**src/hw/rtl/jfss_pkg.sv**
```systemverilog
// ----------------------------------------------------------------------------
// jfss_pkg
// shared types and codes for the jpeg frame size scanner
// ----------------------------------------------------------------------------
package jfss_pkg;

    localparam int unsigned ByteW  = 8;
    localparam int unsigned WordW  = 16;
    localparam int unsigned StatW  = 2;
    localparam int unsigned HdrW   = 3;
    localparam int unsigned OutW   = 40;   // status + width + height, byte padded

    // marker and signature bytes
    localparam logic [ByteW-1:0] BYTE_FF  = 8'hff;
    localparam logic [ByteW-1:0] MRK_SOI  = 8'hd8;
    localparam logic [ByteW-1:0] MRK_EOI  = 8'hd9;
    localparam logic [ByteW-1:0] MRK_RST0 = 8'hd0;
    localparam logic [ByteW-1:0] MRK_RST7 = 8'hd7;
    localparam logic [ByteW-1:0] MRK_TEM  = 8'h01;
    localparam logic [ByteW-1:0] MRK_SOF0 = 8'hc0;
    localparam logic [ByteW-1:0] MRK_SOF3 = 8'hc3;
    localparam logic [ByteW-1:0] MRK_SOF5 = 8'hc5;
    localparam logic [ByteW-1:0] MRK_SOF7 = 8'hc7;
    localparam logic [ByteW-1:0] MRK_SOF9 = 8'hc9;
    localparam logic [ByteW-1:0] MRK_SOFF = 8'hcf;
    localparam logic [ByteW-1:0] MRK_DHT  = 8'hc4;
    localparam logic [ByteW-1:0] MRK_JPG  = 8'hc8;
    localparam logic [ByteW-1:0] MRK_DAC  = 8'hcc;

    localparam logic [HdrW-1:0]  HDR_FULL = 3'd4;
    localparam logic [WordW-1:0] MIN_SOF_LEN = 16'd7;

    typedef enum logic [StatW-1:0] {
        ST_FOUND = 2'd0,
        ST_BAD   = 2'd1,
        ST_NONE  = 2'd2
    } t_status;

    typedef enum logic [10:0] {
        PH_SIG0  = 11'b000_0000_0001,
        PH_SIG1  = 11'b000_0000_0010,
        PH_SIG2  = 11'b000_0000_0100,
        PH_HUNT  = 11'b000_0000_1000,
        PH_RUN   = 11'b000_0001_0000,
        PH_LENHI = 11'b000_0010_0000,
        PH_LENLO = 11'b000_0100_0000,
        PH_BODY  = 11'b000_1000_0000,
        PH_BAD   = 11'b001_0000_0000,
        PH_DEAD  = 11'b010_0000_0000,
        PH_DONE  = 11'b100_0000_0000
    } t_phase;

    typedef struct packed {
        t_phase           phase;
        logic [HdrW-1:0]  hdr_cnt;
        logic [WordW-1:0] seg_len;
        logic [WordW-1:0] body_cnt;
        logic             is_sof;
        logic [WordW-1:0] width;
        logic [WordW-1:0] height;
    } t_scan_state;

    typedef struct packed {
        logic             valid;
        t_status          status;
        logic [WordW-1:0] width;
        logic [WordW-1:0] height;
    } t_scan_result;

    localparam t_scan_state SCAN_RESET = '{
        phase:    PH_SIG0,
        hdr_cnt:  '0,
        seg_len:  '0,
        body_cnt: '0,
        is_sof:   1'b0,
        width:    '0,
        height:   '0
    };

endpackage

```
**src/hw/rtl/jpeg_frame_size_scanner.sv**
```systemverilog
// ----------------------------------------------------------------------------
// jpeg_frame_size_scanner
// scans a jpeg byte stream for the frame header and reports width and height
// ----------------------------------------------------------------------------
// path: an accepted byte waits in the input register, and its result then
//   waits in the result register until the output side takes it
// throughput: one byte per cycle while the output side keeps tready high;
//   the only stall is a held result blocking the input register
// reset: synchronous active-low i_rst_n empties both registers and returns
//   the scan state to the signature phase; the last byte of a file also resets the scan state
module jpeg_frame_size_scanner (
    input  logic        i_clk,
    input  logic        i_rst_n,
    // input byte stream
    input  logic        i_s_tvalid,
    output logic        o_s_tready,
    input  logic [7:0]  i_s_tdata,   // [7:0] data_byte
    input  logic        i_s_tlast,   // last_byte
    // result stream
    output logic        o_m_tvalid,
    input  logic        i_m_tready,
    output logic [39:0] o_m_tdata    // [1:0] status, [17:2] frame_width,
                                     // [33:18] frame_height, [39:34] zero
);
    import jfss_pkg::*;

    // input register
    logic             r_in_valid;
    logic [ByteW-1:0] r_in_byte;
    logic             r_in_last;

    // scan state, advanced once per registered byte
    t_scan_state r_state;
    t_scan_state n_state;
    t_scan_result step_res;

    // result register
    logic             r_out_valid;
    t_status          r_out_status;
    logic [WordW-1:0] r_out_width;
    logic [WordW-1:0] r_out_height;

    logic out_free;
    logic advance;

    // the registered byte may move on whenever the result slot is empty or
    // being drained this cycle, whether or not it makes a result
    assign out_free   = !r_out_valid || i_m_tready;
    assign advance    = r_in_valid && out_free;
    assign o_s_tready = !r_in_valid || advance;

    jfss_step u_step (
        .i_state  (r_state),
        .i_byte   (r_in_byte),
        .i_last   (r_in_last),
        .o_state  (n_state),
        .o_result (step_res)
    );

    // input register control
    always_ff @(posedge i_clk) begin
        if (!i_rst_n) begin
            r_in_valid <= 1'b0;
        end else if (o_s_tready) begin
            r_in_valid <= i_s_tvalid;
        end
    end

    // input register payload
    always_ff @(posedge i_clk) begin
        if (o_s_tready && i_s_tvalid) begin
            r_in_byte <= i_s_tdata;
            r_in_last <= i_s_tlast;
        end
    end

    // scan state
    always_ff @(posedge i_clk) begin
        if (!i_rst_n) begin
            r_state <= SCAN_RESET;
        end else if (advance) begin
            r_state <= n_state;
        end
    end

    // result register control
    always_ff @(posedge i_clk) begin
        if (!i_rst_n) begin
            r_out_valid <= 1'b0;
        end else if (out_free) begin
            r_out_valid <= advance && step_res.valid;
        end
    end

    // result register payload
    always_ff @(posedge i_clk) begin
        if (advance && step_res.valid) begin
            r_out_status <= step_res.status;
            r_out_width  <= step_res.width;
            r_out_height <= step_res.height;
        end
    end

    assign o_m_tvalid = r_out_valid;
    assign o_m_tdata  = {6'd0, r_out_height, r_out_width, r_out_status};

endmodule

```
**src/hw/rtl/jfss_step.sv**
```systemverilog
// ----------------------------------------------------------------------------
// jfss_step
// next-state and result logic for one byte of the scanner
// ----------------------------------------------------------------------------
module jfss_step (
    input  jfss_pkg::t_scan_state  i_state,
    input  logic [7:0]             i_byte,
    input  logic                   i_last,
    output jfss_pkg::t_scan_state  o_state,
    output jfss_pkg::t_scan_result o_result
);
    import jfss_pkg::*;

    logic             is_standalone;
    logic             is_frame;
    logic [WordW-1:0] body_inc;
    logic [WordW:0]   body_end;
    logic             found;
    logic             bad;
    t_scan_state      upd;

    assign is_standalone = (i_byte == MRK_SOI) || (i_byte == MRK_EOI) ||
                           ((i_byte >= MRK_RST0) && (i_byte <= MRK_RST7)) ||
                           (i_byte == MRK_TEM);
    // c0..cf except c4, c8 and cc
    assign is_frame = (i_byte >= MRK_SOF0) && (i_byte <= MRK_SOFF) &&
                      (i_byte != MRK_DHT) && (i_byte != MRK_JPG) && (i_byte != MRK_DAC);

    assign body_inc = i_state.body_cnt + 16'd1;
    assign body_end = {1'b0, body_inc} + 17'd2;

    always_comb begin
        upd   = i_state;
        found = 1'b0;
        if (i_state.hdr_cnt < HDR_FULL) begin
            upd.hdr_cnt = i_state.hdr_cnt + 3'd1;
        end
        unique case (i_state.phase)
            PH_SIG0:  upd.phase = (i_byte == BYTE_FF) ? PH_SIG1 : PH_BAD;
            PH_SIG1:  upd.phase = (i_byte == MRK_SOI) ? PH_SIG2 : PH_BAD;
            PH_SIG2:  upd.phase = (i_byte == BYTE_FF) ? PH_RUN  : PH_BAD;
            PH_HUNT: begin
                if (i_byte == BYTE_FF) upd.phase = PH_RUN;
            end
            PH_RUN: begin
                if (i_byte != BYTE_FF) begin
                    if (is_standalone) begin
                        upd.phase = PH_HUNT;
                    end else begin
                        upd.is_sof = is_frame;
                        upd.phase  = PH_LENHI;
                    end
                end
            end
            PH_LENHI: begin
                upd.seg_len = {i_byte, 8'h00};
                upd.phase   = PH_LENLO;
            end
            PH_LENLO: begin
                upd.seg_len  = {i_state.seg_len[15:8], i_byte};
                upd.body_cnt = '0;
                upd.width    = '0;
                upd.height   = '0;
                if (upd.seg_len < 16'd2)       upd.phase = PH_DEAD;
                else if (upd.seg_len == 16'd2) upd.phase = PH_HUNT;
                else                           upd.phase = PH_BODY;
            end
            PH_BODY: begin
                if (i_state.is_sof) begin
                    if (i_state.body_cnt == 16'd1 || i_state.body_cnt == 16'd2) begin
                        upd.height = {i_state.height[7:0], i_byte};
                    end else if (i_state.body_cnt == 16'd3 || i_state.body_cnt == 16'd4) begin
                        upd.width = {i_state.width[7:0], i_byte};
                    end
                end
                upd.body_cnt = body_inc;
                if (body_end >= {1'b0, i_state.seg_len}) begin
                    if (i_state.is_sof && (i_state.seg_len >= MIN_SOF_LEN)) begin
                        found     = 1'b1;
                        upd.phase = PH_DONE;
                    end else begin
                        upd.phase = PH_HUNT;
                    end
                end
            end
            PH_BAD, PH_DONE: upd.phase = i_state.phase;
            default:         upd.phase = PH_DEAD;
        endcase
    end

    assign bad = (upd.phase == PH_SIG0) || (upd.phase == PH_SIG1) ||
                 (upd.phase == PH_SIG2) || (upd.phase == PH_BAD) ||
                 (upd.hdr_cnt < HDR_FULL);

    always_comb begin
        o_result.valid  = found || (i_last && (upd.phase != PH_DONE));
        o_result.status = found ? ST_FOUND : (bad ? ST_BAD : ST_NONE);
        o_result.width  = found ? upd.width  : '0;
        o_result.height = found ? upd.height : '0;
        o_state         = i_last ? SCAN_RESET : upd;
    end

endmodule
```
**config.mk**
```make
export PLATFORM = sky130hd
export DESIGN_NAME = jpeg_frame_size_scanner
export DESIGN_NICKNAME = d
export VERILOG_FILES = /design/src/hw/rtl/jfss_pkg.sv /design/src/hw/rtl/jpeg_frame_size_scanner.sv /design/src/hw/rtl/jfss_step.sv
export SDC_FILE = /design/constraint.sdc
export NUM_CORES = 1
export LEC_CHECK = 0
export BUFFER_PORTS_ARGS = -buffer_cell sky130_fd_sc_hd__buf_2
export CORE_MARGIN = 3
export CORE_UTILIZATION = 45
export CTS_BUF_LIST = sky130_fd_sc_hd__clkbuf_8
export DETAILED_ROUTE_END_ITERATION = 10
export HOLD_SLACK_MARGIN = 0.03
export SKIP_LAST_GASP = 1
export SYNTH_ARGS = -nofsm -noshare
export SYNTH_HDL_FRONTEND = slang
export SYNTH_HIERARCHICAL = 1
export SYNTH_SLANG_ARGS = --single-unit
```
**constraint.sdc**
```tcl
create_clock -name i_clk -period 13.19 [get_ports i_clk]
set_input_delay 0 -clock i_clk [delete_from_list [all_inputs] [get_ports i_clk]]
set_output_delay 0 -clock i_clk [all_outputs]
set_load 0.02 [all_outputs]
```
### After elaboration in Yosys (flattened, before gate mapping)

Index checks and enable logic that the tools add are counted.

* register bits: 124
* input port bits: 13
* output and inout port bits: 42
* logic and storage cells: 118

* add/subtract/negate cells: 3
* $lt $le $gt $ge: 9
* equal/unequal tests: 30
* multiplexer cells: 27
* reduce and logical (&&, ||, !) cells: 34

Operators with widths (count)
* $pmux W11 S9: 1
* $mux W79: 1
* $pmux W16 S2: 2
* $pmux W32 S2: 1
* $eq A16 B2 Y1 const B: 3
* $mux W16: 3
* $mux W11: 4
* $mux W32: 1
* $ne A8 B8 Y1 const B: 4
* $mux W9: 3
* $eq A8 B8 Y1 const B: 3
* $eq A11 B1 Y1 const B: 2
* $eq A11 B2 Y1 const B: 2
* $eq A11 B3 Y1 const B: 2
* $eq A11 B9 Y1 const B: 2
* $add A16 B2 Y17 const B: 1
* $ge A17 B16 Y1: 1
* $add A16 B1 Y16 const B: 1
* $eq A16 B1 Y1 const B: 1
* $eq A16 B3 Y1 const B: 1
* $ge A16 B3 Y1 const B: 1
* $ge A8 B8 Y1 const B: 2
* $le A8 B8 Y1 const B: 2
* $lt A16 B2 Y1 const B: 1
* other kinds (26): 58

### Depth between registers and ports, before layout

Gate-level depths: netlist of run 1.

* word-level depth: 13
* depth in mapped cells: 20
* gate-level depth less buffers: 18

### Hierarchy

The synthesis of run 1 kept the hierarchy.

By module, submodules not included
* jpeg_frame_size_scanner: instances 1, cells each 406, area an instance 4590.7 µm², seq. area each 2912.8 µm²
* jfss_step: instances 1, cells each 601, area an instance 3269.4 µm², seq. area each 0.0 µm²

### Worst setup path after synthesis of run 1

Ideal clock, no wire load.

* kind: flip-flop to flip-flop
* from: register r_state[33] (netlist name)
* to: register r_out_height[0], enable pin
* setup time: 0.425 ns
* data arrival time: 5.033 ns
* data required time: 12.765 ns
* slack: 7.732 ns
* cell stages (with the launch flop): 19
* path buffers: 2
* clock period less this slack: 5.458 ns
* cells stage by stage: dfxtp_1 > clkbuf_1 > nand2_1 > or3_1 > a221o_1 > nor2_1 > o21ai_0 > xnor2_1 > ha_1 > and4_1 > nand2_1 > o211a_1 > o31a_1 > o21ai_0 > o21ai_2 > buf_2 > nand2_1 > nand2_1 > nor2_1

RTL lines
* start, declared: RTL line jpeg_frame_size_scanner.sv:33 `t_scan_state r_state;`
* start signal, assigned: RTL line jpeg_frame_size_scanner.sv:82 `r_state <= n_state;`
* end signal, assigned: RTL line jpeg_frame_size_scanner.sv:100 `r_out_height <= step_res.height;`
* end, declared: RTL line jpeg_frame_size_scanner.sv:41 `logic [WordW-1:0] r_out_height;`

==> impl_metrics.py, run 1 <==
metrics = {
    "logic_synthesis": {
        "avgSynthCellArea_um2": 7.81,
        "ys_ff_latch": 124,
        "syn_area_um2": 7860,
        "synth_cells": 1007,
        "yosysWarnings": 6,
        "synth_edf_count": 43,
        "synth_seq_area_share_pct": 37.1,
        "ys_async_sr_fraction_pct": 0,
        "synthFlopType": "dfxtp_1",
        "netlist-cell-type-count": 65,
    },
    "worst_setup_path": {
        "startpoint": "r_state[35]$_SDFFE_PN0P_",
        "crit_path_cell_trace": "nand3_1 > or3_1 > a221o_1 > nor2_1 > o21ai_0 > xnor2_1 > ha_1 > and4_1 > nand2_1 > o211a_1 > o31a_1 > o21ai_0 > o21ai_2 > buf_4 > nand2_1 > nand2_1 > nor2_4",
        "cpPeakStageDelay_ns": 0.70,
        "crit_arrival_ns": 5.47,
        "crit_family": "simple AND/OR/NAND/NOR gates",
        "cp-end-kind": "register",
        "cp-start-kind": "register",
        "cp_slowest_cell": "nor2_4",
        "crit_buf_inv": 1,
        "crit_type": "reg2reg",
        "crit_fanout": 36,
        "cp_common_cell": "nand2_1",
        "cp.required_ns": 13.26,
        "worstReg2RegStart": "r_state[35]$_SDFFE_PN0P_",
    },
    "floorplan": {
        "design.core.area_um2": 16800,
        "die_y_um": 138,
        "fp.dieW_um": 138,
        "fp.dieArea_um2": 19100,
        "io_pins": 55,
        "row_count": 47,
        "start_util_pct": 46.7,
    },
    "grt": {
        "grt_max_degree": 108,
        "grt_use_total_pct": 19.5,
        "grt_pass1_vias": 6109,
        "grt_overflow": 0,
        "antenna_found_initial": 0,
        "grt_pass1_wl_um": 31100,
    },
    "final_layout": {
        "stdcell_area_um2": 8570,
        "layout_common_cells": "251 x nand2_1, 141 x nor2_1, 81 x dfxtp_1, 79 x mux2i_1, 62 x a21oi_1",
        "area_growth_syn_to_layout_pct": 8.98,
        "drive_gt1_share_pct": 11.2,
        "nets": 1050,
        "fin_util_pct": 50.9,
        "antennaDiodeCount": 0,
        "final_common_cell": "nand2_1",
    },
    "power": {
        "power_leakage_nw": 2.92,
        "peakVddDrop_v": 0.0000586,
        "p_total_mw": 0.790,
        "pwr_density_cell_nw_per_um2": 92.3,
    },
    "status": {
        "status": "finished clean",
    },
    "cts": {
        "htreeDepth": 4,
        "postCtsHoldBufs": 13,
        "cts_root_buf": "clkbuf_8",
        "clk_pin_slew_ns": 0.08,
        "cts_sinks": 124,
        "cts_setup_buffers": 0,
        "ctsResizeCount": 0,
        "cts_tree": "done",
        "ctsLongestPathBuffers": 2,
        "cts_buffers": 17,
        "clk_latency_ns": 0.46,
    },
    "timing": {
        "worst_pin_slew_ns": 1.05,
        "drv_slew": 0,
        "fin_skew_ns": 0.0136,
        "max_freq_mhz": 185,
        "fin_crit_sh_pct": 40.9,
        "setup_tns_ns": 0,
        "max-slew-margin-rel_pct": 29.5,
        "min_period_ns": 5.40,
        "finalHoldViolCount": 0,
        "setup_viol": 0,
        "rsz0062_at_grt": "no",
    },
    "placement": {
        "dpl_cell_area_um2": 8050,
        "globalplace.congestion": 0.822,
        "portBuffers": 48,
        "hpwl_um": 11600,
    },
    "run": {
        "maxCapViolations": 0,
    },
    "drt": {
        "drt_iter0_drc": 511,
        "firstDrtPassIters": 5,
        "final_antenna_net_count": 0,
        "drc": 0,
        "vias": 6666,
        "drt-total-wl_um": 18400,
        "post_drt_wl_per_cell_um": 14.8,
        "via_per_inst": 5.34,
    },
    "min_path": {
        "hold_class": "in2reg",
        "hp-start": "i_s_tdata[6]",
    },
}
layout make-up:
| class | count | area [um2] |
|---|---|---|
| repair buffers | 69 | 433 |
| multi-input cells | 780 | 4470 |
| clock buffers | 20 | 275 |
| fillers | 1679 | 8250 |
| inverters | 23 | 86.3 |
| well taps | 220 | 275 |
| clock inverters | 12 | 111 |
| flip-flops and latches | 124 | 2910 |
routing by layer:
metal  vias to the layer above  global-route usage (%)  wire [um]
li1                       3419                       -          -
met1                      3060                    26.8       8830
met2                       165                    31.2       8630
met3                        22                    3.73        767
met4                         0                    5.82        217
met5                         -                       0          0
cell families (layout without fill, tap and decap cells):
family	Yosys count	after routing	share of synthesized area (%)
and+or+nand+nor	512	512	29.1
AOI/OAI and AO/OA	137	137	10.9
DFF	124	124	37.1
buffers and inverters	108	124	6.73
muxes	79	79	10.1
xor gates and xnor gates	24	24	2.67
adders and majority gates	22	22	3.50
other	1	6	0.0477
worst paths after layout:
kind | slack [ns] | to | cells past startpoint
worst max-delay path | 7.79 | r_out_width[8]$_DFFE_PP_ | 17
worst min-delay path | 0.26 | r_in_byte[6]$_DFFE_PP_ | 2
worst max register to register | 7.79 | r_out_width[8]$_DFFE_PP_ | 17
worst min register to register | 0.46 | r_state[28]$_SDFFE_PN0P_ | 2
metrics by stage:
stage | hold slack, ns | std cells | setup WS [ns]
6_report | 0.259 | 1248 | 7.79
5_1_grt | 0.247 | 1248 | 7.27
4_1_cts | 0.228 | 1248 | 7.80
3_5_place_dp | 0.179 | 1203 | 7.82
3_3_place_gp | 0.178 | 1203 | 7.98
2_1_floorplan | 0.0989 | 1012 | 7.73
synth_stat cells (all sizes together) (3+ instances only):
master	count	share of area, %
ha	22	3.5
inv	23	1.1
xnor2	18	2.0
buf	41	3.5
a211oi	4	0.38
a21o	4	0.38
and2	5	0.40
o21ai	25	1.6
nor3	11	0.76
mux2i	79	10
nand3	22	1.4
nand4	6	0.48
a31oi	3	0.24
nand2b	7	0.56
nor3b	3	0.29
o31ai	3	0.29
nand4b	5	0.56
nand2	251	12
a21boi	3	0.29
clkbuf	44	2.1
a21oi	76	5.5
xor2	6	0.67
nor4	13	1.4
dfxtp	81	21
edfxtp	43	16
and3	7	0.56
nor2	143	7.0
nor2b	12	0.99
or4	9	0.91
or3	8	0.64
a221oi	3	0.33
report_power, final:
group	total (mW)	internal [mW]	switching, mW	leakage, nW
clock network	0.331	0.165	0.166	0.182
logic	0.0521	0.0171	0.0351	1.72
registers	0.407	0.400	0.00660	1.01
worst register-to-register path, delay by kind of cell, from the launching register on:
family | cells | cell delay (ns)
AND/OR/NAND/NOR | 8 | 2.22
AO/OA/AOI/OAI | 6 | 1.39
flip-flops | 1 | 0.64
adder cells (fa/ha/maj) | 1 | 0.32
buffers and inverters | 1 | 0.25
XOR/XNOR | 1 | 0.17
registers in the layout, indices dropped and copies added (netlist names):
register	count
r_state	79
r_in_byte	8
r_out_width	16
r_out_height	16
r_in_valid	1
o_m_tvalid	1
r_in_last	1
r_out_status	2
Note: power is estimated with default switching activity, not from simulation.
==> inputs of run 2 (changes only) <==
==> constraint.sdc (replaced) <==
create_clock -name i_clk -period 5.2 [get_ports i_clk]
set_input_delay 0 -clock i_clk [delete_from_list [all_inputs] [get_ports i_clk]]
set_output_delay 0 -clock i_clk [all_outputs]
set_load 0.02 [all_outputs]
==> run 2 against run 1 <==
Compared with the run above:
- largest cell class unchanged
- critical path type unchanged
- combinational power increased to 2.5 times the previous value
- critical endpoint is now r_out_width[10]$_DFFE_PP_
- sequential power increased to 2.5 times the previous value
- non-clock buffer count increased by 5
- first-iteration DRC count decreased by 5.7%
- clock skew decreased by 0.0022 ns
- die area unchanged
- sequential cell count unchanged
- power increased to 2.6 times the previous value
- via count increased by 1.6%
- critical path depth increased by 1
- highest routed layer unchanged
- hold slack got worse by 0.040 ns
- largest power group unchanged
==> impl_metrics.py, run 2 (synthesis gave the netlist of run 1 again) <==
metrics = {
    "status": {
        "status": "finished clean",
    },
    "timing": {
        "max_freq_mhz": 211,
        "setup_tns_ns": 0,
        "fin_skew_ns": 0.0114,
        "worst_pin_slew_ns": 1.01,
        "max-slew-margin-rel_pct": 32.4,
        "rsz0062_at_grt": "no",
        "finalHoldViolCount": 0,
        "drv_slew": 0,
        "fin_hold_ws_ns": 0.219,
        "fin_crit_sh_pct": 91.3,
        "min_period_ns": 4.75,
        "setup_viol": 0,
    },
    "floorplan": {
        "fp.dieW_um": 138,
        "die_y_um": 138,
        "start_util_pct": 46.7,
        "design.core.area_um2": 16800,
        "row_count": 47,
        "fp.dieArea_um2": 19100,
        "io_pins": 55,
    },
    "drt": {
        "via_per_inst": 5.40,
        "final_antenna_net_count": 0,
        "firstDrtPassIters": 7,
        "drt_iter0_drc": 482,
        "drt-total-wl_um": 18900,
        "vias": 6770,
        "drc": 0,
        "post_drt_wl_per_cell_um": 15.1,
    },
    "power": {
        "power_leakage_nw": 2.96,
        "pwr_density_cell_nw_per_um2": 237,
        "peakVddDrop_v": 0.000143,
    },
    "final_layout": {
        "stdcell_area_um2": 8610,
        "top_regs": "r_state: 79 flops, r_out_height: 16 flops, r_out_width: 16 flops",
        "seq_area_um2": 2910,
        "area_growth_syn_to_layout_pct": 9.57,
        "largest_reg_flops": 79,
        "top_register": "r_state",
        "layout_common_cells": "251 x nand2_1, 141 x nor2_1, 81 x dfxtp_1, 79 x mux2i_1, 62 x a21oi_1",
        "multi_input_area_um2": 4470,
        "drive_gt1_share_pct": 11.7,
        "antennaDiodeCount": 0,
        "nets": 1055,
        "n_fill_cell": 1708,
        "final_common_cell": "nand2_1",
        "final_cells": 1253,
    },
    "worst_setup_path": {
        "ff2ff_setup_slack_ns": 0.45,
        "crit_fanout": 34,
        "crit_path_cell_trace": "ha_1 > nor2b_1 > nand2_1 > a221o_1 > nor2_1 > o21ai_0 > xnor2_1 > ha_1 > and4_1 > nand2_1 > o211a_1 > o31a_1 > o21ai_0 > o21ai_2 > nand2_1 > nand2_1 > nor2_4 > buf_4",
        "crit_type": "reg2reg",
        "cp.required_ns": 5.29,
        "cp-end-kind": "register",
        "crit_arrival_ns": 4.84,
        "cpPeakStageDelay_ns": 0.53,
        "cp-start-kind": "register",
        "cp_common_cell": "nand2_1",
        "cp_slowest_cell": "dfxtp_1",
    },
    "grt": {
        "grt_use_total_pct": 19.6,
        "antenna_found_initial": 0,
        "grt_pass1_wl_um": 31200,
        "grt_overflow": 0,
        "grt_max_degree": 101,
        "grt_pass1_vias": 6109,
    },
    "cts": {
        "clk_latency_ns": 0.45,
        "postCtsHoldBufs": 12,
        "cts_sinks": 124,
        "clk_pin_slew_ns": 0.08,
        "cts_setup_buffers": 0,
        "ctsLongestPathBuffers": 2,
        "cts_tree": "done",
        "ctsResizeCount": 0,
        "htreeDepth": 4,
        "cts_root_buf": "clkbuf_8",
        "cts_buffers": 17,
    },
    "min_path": {
        "hold_class": "in2reg",
    },
    "placement": {
        "dp_cells": 1209,
        "hpwl_um": 12000,
        "dpl_cell_area_um2": 8090,
        "portBuffers": 48,
        "globalplace.congestion": 0.844,
    },
    "run": {
        "maxCapViolations": 0,
    },
}
-- run 2: cell count changes in the layout (fill, tap and decap cells not counted) --
cell	delta
inv_8	+2
clkinv_4	+2
clkbuf_8	-3
bufinv_16	+1
dlygate4sd3_1	-1
clkinv_2	+1
clkinvlp_4	-3
buf_4	+6
-- run 2: layout make-up --
class                      count  share of cell area (%)
multi-input combinational    780                    51.9
sequential                   124                    33.8
timing repair buffer          74                    5.43
tap                          220                    3.20
clock buffer                  17                    2.72
clock inverter                15                    1.90
inverter                      23                    1.00
-- run 2: worst max-delay path: cells and delay by family, from the launching register on --
family          cells  cell delay [ns]
compound gates      6             1.44
fa+ha+maj           2             0.76
flops               1             0.53
simple gates        8             1.09
buf+inv             1             0.39
xor+xnor            1             0.17
-- run 2: per-stage QoR --
stage	setup WS, ns	power, mW	util (%)
after floorplan	0.305	1.15	-
after global placement	0.595	1.18	48.1
after detailed placement	0.494	1.18	48.1
after CTS	0.471	2.06	51.2
after global routing	0.119	2.11	51.2
final	0.451	2.04	51.2
-- run 2: path summary, 6_finish.rpt --
kind,start,to,depth (start not counted)
worst max-delay path,r_state[34]$_SDFFE_PN0P_,r_out_width[10]$_DFFE_PP_,18
worst min-delay path,i_rst_n,r_state[30]$_SDFFE_PN0P_,3
worst max register to register,r_state[34]$_SDFFE_PN0P_,r_out_width[10]$_DFFE_PP_,18
worst min register to register,r_state[12]$_SDFFE_PN0P_,r_state[12]$_SDFFE_PN0P_,2
-- run 2: where the power goes --
group	total [mW]	internal (mW)	switching, mW
Clock	0.874	0.435	0.439
Combinational	0.132	0.0431	0.0894
Sequential	1.03	1.02	0.0180
Total	2.04	1.49	0.547
-- run 2: routing by layer --
layer	GRT usage [%]	part of all wire [%]
met3	3.56	4.1
met2	31.6	47
met1	27.0	47
met5	0	0
met4	6.03	1.5
==> inputs of run 3 (changes only) <==
--- a/config.mk
+++ b/config.mk
@@ -5,6 +5,7 @@
 export SDC_FILE = /design/constraint.sdc
 export NUM_CORES = 1
 export LEC_CHECK = 0
+export ABC_AREA = 1
 export BUFFER_PORTS_ARGS = -buffer_cell sky130_fd_sc_hd__buf_2
 export CORE_MARGIN = 3
 export CORE_UTILIZATION = 45
==> run 3 against run 2 <==
Compared with the run above:
- die area increased by 2.2%
- design area grew 1.8%
- worst setup slack better by 0.30 ns
- count of clock-buffer cells in the layout unchanged
- critical path depth is 4 higher
- sequential cell count did not move
- wire length grew 6.1%
- non-clock buffer count down 6
- register-to-register slack better by 0.30 ns
- combinational power grew to 2.7 times the previous value
- sequential share of layout area is 0.56 points lower
- clock skew up 0.0076 ns
- highest routed layer unchanged
==> impl_metrics.py, run 3 <==
metrics = {
    "placement": {
        "portBuffers": 48,
        "hpwl_um": 12800,
        "dpl_cell_area_um2": 8250,
        "globalplace.congestion": 0.858,
    },
    "cts": {
        "ctsLongestPathBuffers": 2,
        "cts_tree": "done",
        "cts_sinks": 124,
        "clk_latency_ns": 0.46,
        "cts_buffers": 17,
        "clk_pin_slew_ns": 0.08,
        "htreeDepth": 4,
        "ctsResizeCount": 0,
        "cts_root_buf": "clkbuf_8",
    },
    "drt": {
        "final_antenna_net_count": 0,
        "post_drt_wl_per_cell_um": 14.0,
        "drt_iter0_drc": 581,
        "firstDrtPassIters": 5,
        "drc": 0,
        "via_per_inst": 5.16,
        "vias": 7422,
        "drt-total-wl_um": 20100,
    },
    "worst_setup_path": {
        "crit_path_cell_trace": "ha_1 > or2_1 > nand2_1 > inv_1 > ha_1 > nand2_1 > nor3_1 > nand2_1 > nor2_1 > a31oi_1 > a21oi_1 > ha_1 > nand2_1 > nor2_1 > a41oi_1 > nand3_2 > nand3_4 > o21ai_2 > o21ai_0 > inv_1 > nor2_4 > buf_4",
        "cpPeakStageDelay_ns": 0.50,
        "crit_family": "simple AND/OR/NAND/NOR gates",
        "crit_fanout": 34,
        "crit_buf_inv": 3,
        "cp-end-kind": "register",
        "cp_common_cell": "nand2_1",
        "r2r_end": "r_out_height[0]$_DFFE_PP_",
        "cp-start-kind": "register",
        "cp.required_ns": 5.30,
        "cp_slowest_cell": "dfxtp_1",
        "worstReg2RegStart": "r_state[33]$_SDFFE_PN0P_",
        "ff2ff_setup_slack_ns": 0.75,
        "ff2ff_path_depth": 22,
        "crit_type": "reg2reg",
        "crit_arrival_ns": 4.55,
    },
    "timing": {
        "finalHoldViolCount": 0,
        "setup_viol": 0,
        "rsz0062_at_grt": "no",
        "setup_tns_ns": 0,
        "min_period_ns": 4.45,
        "max-slew-margin-rel_pct": 16.3,
        "fin_skew_ns": 0.0191,
        "max_freq_mhz": 225,
        "worst_pin_slew_ns": 1.25,
        "fin_crit_sh_pct": 85.6,
        "drv_slew": 0,
    },
    "power": {
        "power_leakage_nw": 3.71,
        "peakVddDrop_v": 0.000174,
        "pwr_density_cell_nw_per_um2": 271,
    },
    "grt": {
        "grt_pass1_wl_um": 33700,
        "grt_use_total_pct": 20.8,
        "grt_max_degree": 112,
        "antenna_found_initial": 0,
        "grt_overflow": 0,
        "grt_pass1_vias": 6751,
    },
    "logic_synthesis": {
        "synth_seq_area_share_pct": 36.2,
        "yosysMostFrequentCell": "nand2_1",
        "ys_async_sr_fraction_pct": 0,
        "ys_ff_latch": 124,
        "yosysWarnings": 6,
        "synthFlopType": "dfxtp_1",
        "synth.area.top_cells": "dfxtp_1 20%, edfxtp_1 16%, nand2_1 11%, nor2_1 7.9%, inv_1 7.8%",
        "synth_largest_area_cell": "dfxtp_1",
        "netlist_top_cells_count": "236 x nand2_1, 169 x nor2_1, 168 x inv_1",
        "syn_area_um2": 8040,
        "synth_edf_count": 43,
        "synth_cells": 1184,
        "avgSynthCellArea_um2": 6.79,
        "netlist-cell-type-count": 46,
        "synth_top_area_share_pct": 20.2,
    },
    "final_layout": {
        "drive_gt1_share_pct": 11.4,
        "area_growth_syn_to_layout_pct": 9.01,
        "final_common_cell": "nand2_1",
        "top_regs": "r_state: 79 flops, r_out_height: 16 flops, r_out_width: 16 flops",
        "top_register": "r_state",
        "antennaDiodeCount": 0,
        "stdcell_area_um2": 8770,
        "n_fill_cell": 1783,
        "layout_common_cells": "236 x nand2_1, 168 x inv_1, 168 x nor2_1, 124 x a21oi_1, 102 x nand3_1",
        "largest_reg_flops": 79,
        "nets": 1236,
    },
    "floorplan": {
        "fp.dieW_um": 140,
        "die_y_um": 140,
        "io_pins": 55,
        "fp.dieArea_um2": 19500,
        "row_count": 48,
        "start_util_pct": 46.2,
        "design.core.area_um2": 17400,
    },
    "status": {
        "status": "finished clean",
    },
    "min_path": {
        "hp-start": "i_s_tlast",
        "min_to": "r_in_last$_DFFE_PP_",
        "whs_path_depth": 2,
        "hold_class": "in2reg",
    },
    "run": {
        "maxCapViolations": 0,
    },
}
[run 3: cell types whose count changed in the layout (fill, tap and decap cells not counted), moves of 9 or more]
| cell | before | now |
|---|---|---|
| o21ai_0 | 24 | 14 |
| a21oi_1 | 62 | 124 |
| a22oi_1 | 2 | 30 |
| nand3_1 | 22 | 102 |
| a21oi_2 | 14 | 0 |
| xnor2_1 | 18 | 3 |
| nor2_2 | 0 | 18 |
| nor2b_1 | 11 | 0 |
| nand2_1 | 251 | 236 |
| mux2i_1 | 79 | 0 |
| inv_1 | 22 | 168 |
| nor3_1 | 10 | 19 |
| nor2_1 | 141 | 168 |
[run 3: cells by family after synthesis]
logic type	Yosys count	share of synthesized area [%]
AND/OR/NAND/NOR	590	32.4
buffers and inverters	246	13.2
AO/OA/AOI/OAI	189	13.3
flip-flops	124	36.2
adder cells (fa/ha/maj)	22	3.42
XOR/XNOR	12	1.40
other	1	0.0466
[run 3: power breakdown]
group          internal [mW]  switching [mW]  leakage, nW
Clock                  0.445           0.466        0.211
Combinational          0.133           0.227         2.38
Sequential              1.05          0.0579         1.12
[run 3: layout make-up]
cell class | instances | area, um2 | share of cell area, %
Multi-Input combinational cell | 819 | 4100 | 46.8
Sequential cell | 124 | 2920 | 33.3
Inverter | 171 | 642 | 7.32
Timing Repair Buffer | 68 | 418 | 4.77
Tap cell | 225 | 282 | 3.21
Clock buffer | 17 | 234 | 2.67
Clock inverter | 15 | 175 | 2.00
[run 3: stage by stage]
stage / cells / total power [mW] / utilization, % / setup WS (ns) / hold WS [ns]
after global routing: 1439 / 2.51 / 50.3 / 0.180 / 0.253
after detailed placement: 1396 / 1.48 / 47.4 / 0.766 / 0.178
after floorplan: 1189 / 1.41 / - / 0.250 / 0.0989
after CTS: 1439 / 2.40 / 50.3 / 0.751 / 0.235
after global placement: 1396 / 1.48 / 47.4 / 0.864 / 0.177
final: 1439 / 2.38 / 50.3 / 0.751 / 0.259
[run 3: how the worst max path moves through the flow]
stage                                   startpoint                          to  slack [ns]  depth (start not counted)
after floorplan           r_state[33]$_SDFFE_PN0P_   r_out_height[0]$_DFFE_PP_        0.25                         19
after global placement    r_state[33]$_SDFFE_PN0P_   r_out_height[0]$_DFFE_PP_        0.86                         22
after detailed placement  r_state[33]$_SDFFE_PN0P_  r_out_height[13]$_DFFE_PP_        0.77                         22
after CTS                 r_state[33]$_SDFFE_PN0P_   r_out_height[0]$_DFFE_PP_        0.75                         22
after global routing      r_state[33]$_SDFFE_PN0P_   r_out_height[8]$_DFFE_PP_        0.18                         22
final                     r_state[33]$_SDFFE_PN0P_   r_out_height[0]$_DFFE_PP_        0.75                         22
[run 3: layer usage]
layer | up-vias | GRT usage (%) | routed length [um]
li1 | 3827 | - | -
met1 | 3456 | 29.0 | 9990
met2 | 114 | 33.3 | 9260
met3 | 25 | 3.47 | 501
met4 | 0 | 5.97 | 348
met5 | - | 0 | 0
[run 3: worst register-to-register path: stages (launching register included)]
cell and delay, ns:
dfxtp_1 0.50, ha_1 0.25, or2_1 0.13, nand2_1 0.06, inv_1 0.08, ha_1 0.18
nand2_1 0.09, nor3_1 0.30, nand2_1 0.12, nor2_1 0.23, a31oi_1 0.12, a21oi_1 0.15
ha_1 0.26, nand2_1 0.07, nor2_1 0.04, a41oi_1 0.33, nand3_2 0.16, nand3_4 0.17
o21ai_2 0.09, o21ai_0 0.15, inv_1 0.10, nor2_4 0.10, buf_4 0.40
[run 3: what timing repair did]
action	in CTS	in global routing
hold endpoints to repair	10	0
buffers inserted	0	0
hold buffers	11	0
